## config.mk

```make
export PLATFORM = sky130hd
export DESIGN_NAME = fifo_slot_scheduler_with_time_limit_core
export DESIGN_NICKNAME = d
export VERILOG_FILES = /design/src/design/fss_pkg.sv /design/src/design/fss_queue.sv /design/src/design/fss_slot.sv /design/src/design/fifo_slot_scheduler_with_time_limit_core.sv
export SDC_FILE = /design/constraint.sdc
export NUM_CORES = 2
export LEC_CHECK = 0
export BUFFER_PORTS_ARGS = -buffer_cell sky130_fd_sc_hd__buf_2
export CAP_MARGIN = 10
export CORE_AREA = 10 10 377 379
export DETAILED_ROUTE_END_ITERATION = 16
export DIE_AREA = 0 0 387 389
export PLACE_DENSITY_LB_ADDON = 0.25
export SLEW_MARGIN = 10
export SYNTH_ARGS = -nofsm -noshare
export SYNTH_HDL_FRONTEND = slang
export SYNTH_SLANG_ARGS = --single-unit
```

## constraint.sdc

```tcl
create_clock -name i_clk -period 6.65 [get_ports i_clk]
set_input_delay 1.33 -clock i_clk [delete_from_list [all_inputs] [get_ports i_clk]]
set_output_delay 1.33 -clock i_clk [all_outputs]
set_load 0.01 [all_outputs]
```

## src/design/fss_pkg.sv

```systemverilog
// Package for the slot scheduler: field widths, operation and register codes,
// and the control, status and result structs shared between the modules.
// No dependencies.
`default_nettype none

package fss_pkg;

    localparam int MEMBERS_DEF     = 64;
    localparam int LENGTH_BITS_DEF = 16;

    localparam int MEMBER_W   = 6;
    localparam int MSG_W      = 16;
    localparam int LIMIT_W    = 16;
    localparam int OP_W       = 2;
    localparam int WAIT_CNT_W = 7;
    localparam int SUM_W      = 22;
    localparam int unsigned SUM_MAX = 4194303;

    localparam int CFG_IDX_W  = 1;
    localparam int CFG_DATA_W = 16;

    localparam logic [CFG_IDX_W-1:0] REG_ROUND_LIMIT  = 1'b0;
    localparam logic [CFG_IDX_W-1:0] REG_LOCAL_MEMBER = 1'b1;

    typedef enum logic [OP_W-1:0] {
        OP_OPEN  = 2'd0,
        OP_CLOSE = 2'd1,
        OP_ROUND = 2'd2
    } t_op;

    typedef struct packed {
        logic push;
        logic pop;
    } t_q_ctl;

    typedef struct packed {
        logic empty;
        logic full;
    } t_q_stat;

    typedef struct packed {
        logic                  speaker_valid;
        logic [MEMBER_W-1:0]   speaker_index;
        logic                  local_slot_open;
        logic                  local_status_changed;
        logic                  request_accepted;
        logic [WAIT_CNT_W-1:0] waiting_count;
        logic [SUM_W-1:0]      total_pending_length;
    } t_result;

endpackage

`default_nettype wire

```

## src/design/fss_queue.sv

```systemverilog
// Wait queue: member/length memory with head and tail pointers and fill count.
// Head entry is read ahead into a register so it is ready when popped. Uses fss_pkg.
`default_nettype none

module fss_queue #(
    parameter int MEMBERS     = fss_pkg::MEMBERS_DEF,
    parameter int LENGTH_BITS = fss_pkg::LENGTH_BITS_DEF
) (
    input  wire                                   i_clk,
    input  wire                                   i_rst_n,
    input  fss_pkg::t_q_ctl                       i_ctl,
    input  wire [fss_pkg::MEMBER_W-1:0]           i_wr_member,
    input  wire [LENGTH_BITS-1:0]                 i_wr_length,
    output fss_pkg::t_q_stat                      o_stat,
    output logic [$clog2(MEMBERS+1)-1:0]          o_fill,
    output logic [fss_pkg::MEMBER_W-1:0]          o_head_member,
    output logic [LENGTH_BITS-1:0]                o_head_length
);
    import fss_pkg::*;

    localparam int QP_W   = $clog2(MEMBERS);
    localparam int FILL_W = $clog2(MEMBERS + 1);

    logic [MEMBER_W-1:0]    mem_member [MEMBERS];
    logic [LENGTH_BITS-1:0] mem_length [MEMBERS];

    logic [QP_W-1:0]   r_head, r_tail, n_head, n_tail;
    logic [FILL_W-1:0] r_fill, n_fill;

    logic [MEMBER_W-1:0]    r_rd_member, r_byp_member;
    logic [LENGTH_BITS-1:0] r_rd_length, r_byp_length;
    logic                   r_byp;

    function automatic logic [QP_W-1:0] ptr_inc(input logic [QP_W-1:0] p);
        ptr_inc = (p == QP_W'(MEMBERS - 1)) ? '0 : p + 1'b1;
    endfunction

    always_comb begin
        n_head = i_ctl.pop  ? ptr_inc(r_head) : r_head;
        n_tail = i_ctl.push ? ptr_inc(r_tail) : r_tail;
        n_fill = r_fill + FILL_W'(i_ctl.push) - FILL_W'(i_ctl.pop);
    end

    always_ff @(posedge i_clk) begin
        if (!i_rst_n) begin
            r_head <= '0;
            r_tail <= '0;
            r_fill <= '0;
        end else begin
            r_head <= n_head;
            r_tail <= n_tail;
            r_fill <= n_fill;
        end
    end

    // memory: one write port at the tail, registered read of the next head
    always_ff @(posedge i_clk) begin
        if (i_ctl.push) begin
            mem_member[r_tail] <= i_wr_member;
            mem_length[r_tail] <= i_wr_length;
        end
        r_rd_member <= mem_member[n_head];
        r_rd_length <= mem_length[n_head];
    end

    // a word written where the head will be next cycle bypasses the memory
    always_ff @(posedge i_clk) begin
        r_byp        <= i_ctl.push && (r_tail == n_head);
        r_byp_member <= i_wr_member;
        r_byp_length <= i_wr_length;
    end

    assign o_head_member = r_byp ? r_byp_member : r_rd_member;
    assign o_head_length = r_byp ? r_byp_length : r_rd_length;
    assign o_fill        = r_fill;
    assign o_stat        = '{empty: (r_fill == '0), full: (r_fill == FILL_W'(MEMBERS))};

    a_no_push_full: assert property (@(posedge i_clk) disable iff (!i_rst_n)
        i_ctl.push |-> !o_stat.full)
        else $error("push into full queue");
    a_no_pop_empty: assert property (@(posedge i_clk) disable iff (!i_rst_n)
        i_ctl.pop |-> !o_stat.empty)
        else $error("pop from empty queue");
    a_fill_ptrs: assert property (@(posedge i_clk) disable iff (!i_rst_n)
        (o_stat.empty && !o_stat.full) |-> (r_head == r_tail))
        else $error("empty queue with head and tail apart");

endmodule

`default_nettype wire

```

## src/design/fss_slot.sv

```systemverilog
// Slot state and per-word decision: holder, round timer, pending length,
// waiting bitmap and local status; builds the result word. Uses fss_pkg.
`default_nettype none

module fss_slot #(
    parameter int MEMBERS     = fss_pkg::MEMBERS_DEF,
    parameter int LENGTH_BITS = fss_pkg::LENGTH_BITS_DEF
) (
    input  wire                                i_clk,
    input  wire                                i_rst_n,
    input  wire                                i_fire,
    input  wire [fss_pkg::OP_W-1:0]            i_op,
    input  wire [fss_pkg::MEMBER_W-1:0]        i_idx,
    input  wire [fss_pkg::LIMIT_W-1:0]         i_round_limit,
    input  wire [fss_pkg::MEMBER_W-1:0]        i_local_member,
    input  fss_pkg::t_q_stat                   i_q_stat,
    input  wire [$clog2(MEMBERS+1)-1:0]        i_fill,
    input  wire [fss_pkg::MEMBER_W-1:0]        i_head_member,
    input  wire [LENGTH_BITS-1:0]              i_head_length,
    output fss_pkg::t_q_ctl                    o_q_ctl,
    output fss_pkg::t_result                   o_result
);
    import fss_pkg::*;

    localparam int MIDX_W = $clog2(MEMBERS);
    localparam int FILL_W = $clog2(MEMBERS + 1);

    logic                   r_hv, n_hv;
    logic [MEMBER_W-1:0]    r_hidx, n_hidx;
    logic [LIMIT_W-1:0]     r_left, n_left;
    logic [LENGTH_BITS-1:0] r_pending, n_pending;
    logic [MEMBERS-1:0]     r_waiting, n_waiting;
    logic                   r_local, n_local;

    logic              in_range, is_holder, rel, grant, push_v, pop_v;
    logic              changed, accepted;
    logic [MIDX_W-1:0] ix, hix;
    logic [FILL_W-1:0] fill_after;

    always_comb begin
        n_hv      = r_hv;
        n_hidx    = r_hidx;
        n_left    = r_left;
        n_pending = r_pending;
        n_waiting = r_waiting;
        n_local   = r_local;
        rel       = 1'b0;
        grant     = 1'b0;
        push_v    = 1'b0;
        changed   = 1'b0;
        accepted  = 1'b0;
        ix        = MIDX_W'(i_idx);
        hix       = MIDX_W'(i_head_member);
        in_range  = (32'(i_idx) < MEMBERS);
        is_holder = r_hv && (i_idx == r_hidx);

        unique case (i_op)
            OP_OPEN: begin
                if (in_range && !is_holder && !r_waiting[ix] && !i_q_stat.full) begin
                    accepted     = 1'b1;
                    push_v       = 1'b1;
                    n_waiting[ix] = 1'b1;
                end
            end
            OP_CLOSE: begin
                if (in_range && is_holder) begin
                    accepted = 1'b1;
                    rel      = 1'b1;
                end
            end
            OP_ROUND: begin
                // timer runs out: hand over only when someone waits
                if (i_round_limit != '0 && r_hv) begin
                    if (r_left == '0) begin
                        rel = !i_q_stat.empty;
                    end else begin
                        n_left = r_left - 1'b1;
                    end
                end
                grant = (!r_hv || rel) && !i_q_stat.empty;
            end
            default: ;
        endcase

        if (rel) begin
            n_hv      = 1'b0;
            n_hidx    = '0;
            n_pending = '0;
            if (r_hidx == i_local_member) begin
                n_local = 1'b0;
                changed = 1'b1;
            end
        end

        if (grant) begin
            n_hv           = 1'b1;
            n_hidx         = i_head_member;
            n_pending      = i_head_length;
            n_left         = i_round_limit;
            n_waiting[hix] = 1'b0;
            if (i_head_member == i_local_member) begin
                n_local = 1'b1;
                changed = 1'b1;
            end
        end

        pop_v      = grant;
        fill_after = i_fill + FILL_W'(push_v) - FILL_W'(pop_v);

        o_q_ctl.push = i_fire && push_v;
        o_q_ctl.pop  = i_fire && pop_v;

        o_result.speaker_valid        = n_hv;
        o_result.speaker_index        = n_hv ? n_hidx : '0;
        o_result.local_slot_open      = n_local;
        o_result.local_status_changed = changed;
        o_result.request_accepted     = accepted;
        o_result.waiting_count        = WAIT_CNT_W'(fill_after);
        // pending is zero whenever the slot is free
        o_result.total_pending_length = (32'(n_pending) > 32'(SUM_MAX)) ?
                                        SUM_W'(SUM_MAX) : SUM_W'(n_pending);
    end

    always_ff @(posedge i_clk) begin
        if (!i_rst_n) begin
            r_hv      <= 1'b0;
            r_hidx    <= '0;
            r_left    <= '0;
            r_pending <= '0;
            r_waiting <= '0;
            r_local   <= 1'b0;
        end else if (i_fire) begin
            r_hv      <= n_hv;
            r_hidx    <= n_hidx;
            r_left    <= n_left;
            r_pending <= n_pending;
            r_waiting <= n_waiting;
            r_local   <= n_local;
        end
    end

endmodule

`default_nettype wire

```

## src/design/fifo_slot_scheduler_with_time_limit_core.sv

```systemverilog
// Shared speaking-slot scheduler, first-come order with optional round limit.
// Top level: input and result registers, config registers; uses fss_pkg,
// fss_queue and fss_slot.
//
// Usage:
//   Input channel (i_in_valid/o_in_ready) carries one word: operation
//   (open, close, round completed), member index and message length.
//   Output channel (o_out_valid/i_out_ready) returns one result word per
//   input word: current speaker, local slot status, accept flag, queue
//   depth and pending length.
//   Path: an accepted word waits in the input register; its result is
//   written to the result register and offered from there until taken.
//   Throughput: one word per cycle while results are taken; the whole
//   update is one pass of logic between the input register and the result
//   register, with the queue head prefetched from its memory into a register.
//   Receiver stall: the result register holds; the input register takes one
//   more word if it is empty, then o_in_ready drops until the result is taken.
//   Configuration: i_cfg_we with i_cfg_index writes round_limit (0) or
//   local_member (1); write only while the block is idle.
//   Reset: synchronous, active low; no speaker, empty queue, limit 0.
`default_nettype none

module fifo_slot_scheduler_with_time_limit_core #(
    parameter int MEMBERS     = fss_pkg::MEMBERS_DEF,
    parameter int LENGTH_BITS = fss_pkg::LENGTH_BITS_DEF
) (
    input  wire                                i_clk,
    input  wire                                i_rst_n,

    input  wire                                i_cfg_we,
    input  wire [fss_pkg::CFG_IDX_W-1:0]       i_cfg_index,
    input  wire [fss_pkg::CFG_DATA_W-1:0]      i_cfg_data,

    input  wire                                i_in_valid,
    output logic                               o_in_ready,
    input  wire [fss_pkg::OP_W-1:0]            i_operation,
    input  wire [fss_pkg::MEMBER_W-1:0]        i_member_index,
    input  wire [fss_pkg::MSG_W-1:0]           i_message_length,

    output logic                               o_out_valid,
    input  wire                                i_out_ready,
    output logic                               o_speaker_valid,
    output logic [fss_pkg::MEMBER_W-1:0]       o_speaker_index,
    output logic                               o_local_slot_open,
    output logic                               o_local_status_changed,
    output logic                               o_request_accepted,
    output logic [fss_pkg::WAIT_CNT_W-1:0]     o_waiting_count,
    output logic [fss_pkg::SUM_W-1:0]          o_total_pending_length
);
    import fss_pkg::*;

    localparam int FILL_W = $clog2(MEMBERS + 1);

    logic [LIMIT_W-1:0]  r_round_limit;
    logic [MEMBER_W-1:0] r_local_member;

    logic                   r_in_valid;
    logic [OP_W-1:0]        r_in_op;
    logic [MEMBER_W-1:0]    r_in_idx;
    logic [LENGTH_BITS-1:0] r_in_len;

    logic    r_out_valid;
    t_result r_res, res;

    logic fire;

    t_q_ctl                 q_ctl;
    t_q_stat                q_stat;
    logic [FILL_W-1:0]      q_fill;
    logic [MEMBER_W-1:0]    q_head_member;
    logic [LENGTH_BITS-1:0] q_head_length;

    assign fire       = r_in_valid && (!r_out_valid || i_out_ready);
    assign o_in_ready = !r_in_valid || fire;

    always_ff @(posedge i_clk) begin
        if (!i_rst_n) begin
            r_round_limit  <= '0;
            r_local_member <= '0;
        end else if (i_cfg_we) begin
            unique case (i_cfg_index)
                REG_ROUND_LIMIT:  r_round_limit  <= LIMIT_W'(i_cfg_data);
                REG_LOCAL_MEMBER: r_local_member <= i_cfg_data[MEMBER_W-1:0];
                default: ;
            endcase
        end
    end

    always_ff @(posedge i_clk) begin
        if (!i_rst_n) begin
            r_in_valid <= 1'b0;
        end else if (o_in_ready) begin
            r_in_valid <= i_in_valid;
        end
    end

    always_ff @(posedge i_clk) begin
        if (i_in_valid && o_in_ready) begin
            r_in_op  <= i_operation;
            r_in_idx <= i_member_index;
            r_in_len <= LENGTH_BITS'(i_message_length);
        end
    end

    always_ff @(posedge i_clk) begin
        if (!i_rst_n) begin
            r_out_valid <= 1'b0;
        end else if (fire) begin
            r_out_valid <= 1'b1;
        end else if (i_out_ready) begin
            r_out_valid <= 1'b0;
        end
    end

    always_ff @(posedge i_clk) begin
        if (fire) begin
            r_res <= res;
        end
    end

    fss_queue #(
        .MEMBERS     (MEMBERS),
        .LENGTH_BITS (LENGTH_BITS)
    ) u_queue (
        .i_clk         (i_clk),
        .i_rst_n       (i_rst_n),
        .i_ctl         (q_ctl),
        .i_wr_member   (r_in_idx),
        .i_wr_length   (r_in_len),
        .o_stat        (q_stat),
        .o_fill        (q_fill),
        .o_head_member (q_head_member),
        .o_head_length (q_head_length)
    );

    fss_slot #(
        .MEMBERS     (MEMBERS),
        .LENGTH_BITS (LENGTH_BITS)
    ) u_slot (
        .i_clk          (i_clk),
        .i_rst_n        (i_rst_n),
        .i_fire         (fire),
        .i_op           (r_in_op),
        .i_idx          (r_in_idx),
        .i_round_limit  (r_round_limit),
        .i_local_member (r_local_member),
        .i_q_stat       (q_stat),
        .i_fill         (q_fill),
        .i_head_member  (q_head_member),
        .i_head_length  (q_head_length),
        .o_q_ctl        (q_ctl),
        .o_result       (res)
    );

    assign o_out_valid            = r_out_valid;
    assign o_speaker_valid        = r_res.speaker_valid;
    assign o_speaker_index        = r_res.speaker_index;
    assign o_local_slot_open      = r_res.local_slot_open;
    assign o_local_status_changed = r_res.local_status_changed;
    assign o_request_accepted     = r_res.request_accepted;
    assign o_waiting_count        = r_res.waiting_count;
    assign o_total_pending_length = r_res.total_pending_length;

    a_round_not_accepted: assert property (@(posedge i_clk) disable iff (!i_rst_n)
        (fire && r_in_op == OP_ROUND) |=> !o_request_accepted)
        else $error("round word flagged as accepted");
    a_no_speaker_zero: assert property (@(posedge i_clk) disable iff (!i_rst_n)
        (o_out_valid && !o_speaker_valid) |->
            (o_speaker_index == '0 && o_total_pending_length == '0))
        else $error("free slot with speaker index or pending length");
    a_queue_one_op: assert property (@(posedge i_clk) disable iff (!i_rst_n)
        !(q_ctl.push && q_ctl.pop) && (!(q_ctl.push || q_ctl.pop) || fire))
        else $error("queue update outside a processed word");

endmodule

`default_nettype wire

```

==> key figures <==
Outcome
  – Status: finished clean

Logic synthesis
  – Synth area leader: edfxtp_1
  – Post-synthesis register bit count: 1657
  – Syn avg cell area: 14.03 um2
  – Seq/Total Area, Yosys: 71.73%
  – Distinct cells, synth: 94
  – Syn Std Cell Area: about 67000 um2
  – Synth Flop Type: edfxtp_1
  – Post-Synthesis Cells: 4752
  – Async set-reset flop share out of synthesis: 0%
  – Synth top area cells: edfxtp_1, dfxtp_1, mux2i_1, nand2_1, a21oi_1
  – Number of synthesis warnings: 0
  – Post-synth top area share: 65.97%
  – Post-synth EDFFs: 1465

Drt
  – Vias per inst: 6.130
  – Detailed Route WL: 184900 um
  – DRC: 0
  – Total number of vias: 41530
  – Detailed-route wire length per cell: 27.29 um
  – Drt pass-1 iters: 7
  – DRT iter0 DRCs: between 4000 and 5000
  – Final ANT Viol Nets: 0

Clock network
  – CTS Buffer Depth: 3
  – CTS root buf: clkbuf_16
  – CTS H-tree depth: 4
  – Post-CTS setup buffer count: 0
  – CTS Buf Count: 162
  – Clock Sink Count: 1657
  – # hold bufs at CTS: 0
  – CTS-repair resized insts: 0
  – Worst-path clk slew: 0.06 ns
  – CTS tree: yes
  – Clk_lat worst skew: about 0.8 ns

Critical path
  – Worst setup path startpoint: u_queue.o_fill[4]
  – Crit path kind: register to register
  – Critical Path RT: 7.30 ns
  – Worst setup path end: u_queue.r_rd_length[15]
  – R2R Path Start: u_queue.o_fill[4]
  – Worst R2R End: u_queue.r_rd_length[15]
  – Worst R2R Setup Slack: 1.24 ns
  – Crit-path max FO: 42
  – Crit start category: register
  – Reg2reg path depth: 11
  – Critical Path End Type: register
  – CP Data Arrival Time: ~6.1 ns

Finish
  – Multi-input combinational cell area: 17370 um2
  – Most common cell after layout, fill and taps aside: edfxtp_1
  – Finished Layout Cells: 6776
  – Reg area: 47840 um2
  – Filler cells: ~11000
  – Synth-to-Final Area Change: 12.04%
  – Share of layout cells above drive strength 1: 12.78%
  – Layout Utilization: 55.50%
  – Commonest cells after routing, fill and taps aside: edfxtp_1, nand2_1, mux2i_1, a21oi_1, dfxtp_1
  – Final net count: 4924

Floorplan
  – Die Width: approximately 390 um
  – Initial core utilization: 49.54%
  – # rows: 135
  – Die outline area: 150500 um2
  – Area of the core: 134600 um2
  – Die Ht: 389 um
  – Io pins: slightly below 90

Timing
  – Tmin final: between 5 and 6 ns
  – Fin. max-slew vios: 0
  – Period utilization: 81.37%
  – RSZ-0062 raised after global routing: no
  – Final count of hold timing violations: 0
  – Skew final: about 0.026 ns
  – Setup TNS: 0 ns
  – Worst-Margin Slew: about 1.3 ns
  – Achievable Freq: approximately 180 MHz
  – Count of final setup violators: 0
  – Relative slew slack: 15.13%

Global route
  – Vias in the first global route: 39430
  – Grt total ovfl: 0
  – Global-route wire length before repair: 269000 um
  – Largest net degree at the start of global routing: 151
  – Total GRT Usage: 23.79%
  – Initial antenna violation count: 4

Placed design
  – Port bufs: 80
  – Final GP Congestion: 0.8960
  – Placed insts: 6474
  – DP HPWL: 106600 um

Pwr
  – Power Total: between 20 and 25 mW
  – Total power divided by cell area: 295.6 nW/um2
  – Worst ir drop on vdd: 262.5 uV
  – P_leak: 24.22 nW

Run
  – Max-cap violations: 0

Hold path
  – Hold Crit Class: register to register
metal layers:
layer / routed length [um] / global-route usage, %
met5: 27 / 0
met4: 8074 / 10.17
met3: 16070 / 4.337
met2: 84100 / 36.88
met1: 76620 / 32.98
through the flow:
stage	hold WS (ns)	cell area, um2	setup WS (ns)
2_1_floorplan	0.4433	66710	0.7753
3_3_place_gp	0.4555	69580	0.7621
3_5_place_dp	0.4692	69610	0.9825
4_1_cts	0.4829	74710	1.304
5_1_grt	0.5009	74710	0.9246
6_report	0.4799	74720	1.239
cells by family after synthesis:
logic type               Yosys count  share of synthesized area (%)
AND/OR/NAND/NOR                 1397                          9.640
multiplexers                     343                          5.312
adder cells (fa/ha/maj)           21                         0.4165
buffers and inverters            362                          2.642
XOR/XNOR                          41                         0.5497
AO/OA/AOI/OAI                    930                          9.704
flip-flops                      1657                          71.73
other                              1                       0.005623
Yosys cell counts, drive strengths merged, types with 34 or more instances:
cell type / n
mux2i: 328
inv: 34
o21ai: 85
nor2: 229
a21o: 44
a211oi: 128
nand2: 716
nor4: 64
o22ai: 85
clkbuf: 153
edfxtp: 1465
buf: 172
and3: 131
nand4: 49
a22o: 147
nand3: 74
a21oi: 272
dfxtp: 192
power breakdown:
group	total (mW)	switching, mW	internal (mW)
Clock	8.89	3.88	5.01
Combinational	1.66	1.11	0.547
Sequential	11.5	0.0870	11.5
sequential cells by signal, summed over array words and instances, names as in the netlist, 2 cells and up:
signal	cells
u_queue.mem_member	384
u_slot.r_waiting	64
o_total_pending_length	16
u_queue.mem_length	1024
u_queue.r_head	6
r_in_len	16
u_queue.r_rd_length	16
r_local_member	6
r_in_op	2
r_round_limit	16
o_speaker_index	6
u_queue.r_rd_member	6
u_queue.r_tail	6
u_slot.r_hidx	6
o_waiting_count	7
u_queue.r_byp_length	16
r_in_idx	6
u_slot.r_pending	16
u_queue.o_fill	7
u_queue.r_byp_member	6
u_slot.r_left	16
worst min path at each step:
stage | start | to | cells past startpoint
2_1_floorplan | u_slot.r_waiting[3] | u_slot.r_waiting[3] | 2
3_3_place_gp | u_slot.r_waiting[12] | u_slot.r_waiting[12] | 2
3_5_place_dp | u_slot.r_waiting[60] | u_slot.r_waiting[60] | 2
4_1_cts | u_slot.r_waiting[25] | u_slot.r_waiting[25] | 2
5_1_grt | u_slot.r_waiting[12] | u_slot.r_waiting[12] | 2
6_report | u_slot.r_waiting[25] | u_slot.r_waiting[25] | 2
worst max-delay path: stages (launching register included):
cell	delay, ns
dfxtp_1	0.32
inv_1	0.09
ha_1	0.22
nand4bb_1	0.35
o2111ai_2	0.68
nor4_4	0.12
o32ai_4	0.90
buf_4	0.54
buf_4	0.56
a211oi_1	0.18
nor4_1	1.08
nand4_1	0.17
area by class of cell:
class	count	share of cell area, %
antenna	3	0.01005
sequential	1657	64.02
timing repair buffer	261	2.726
clock inverter	79	0.8373
multi-input combinational	2738	23.24
tap	1781	2.982
inverter	37	0.1859
clock buffer	220	5.997
Power figures use the tool's default switching activity.
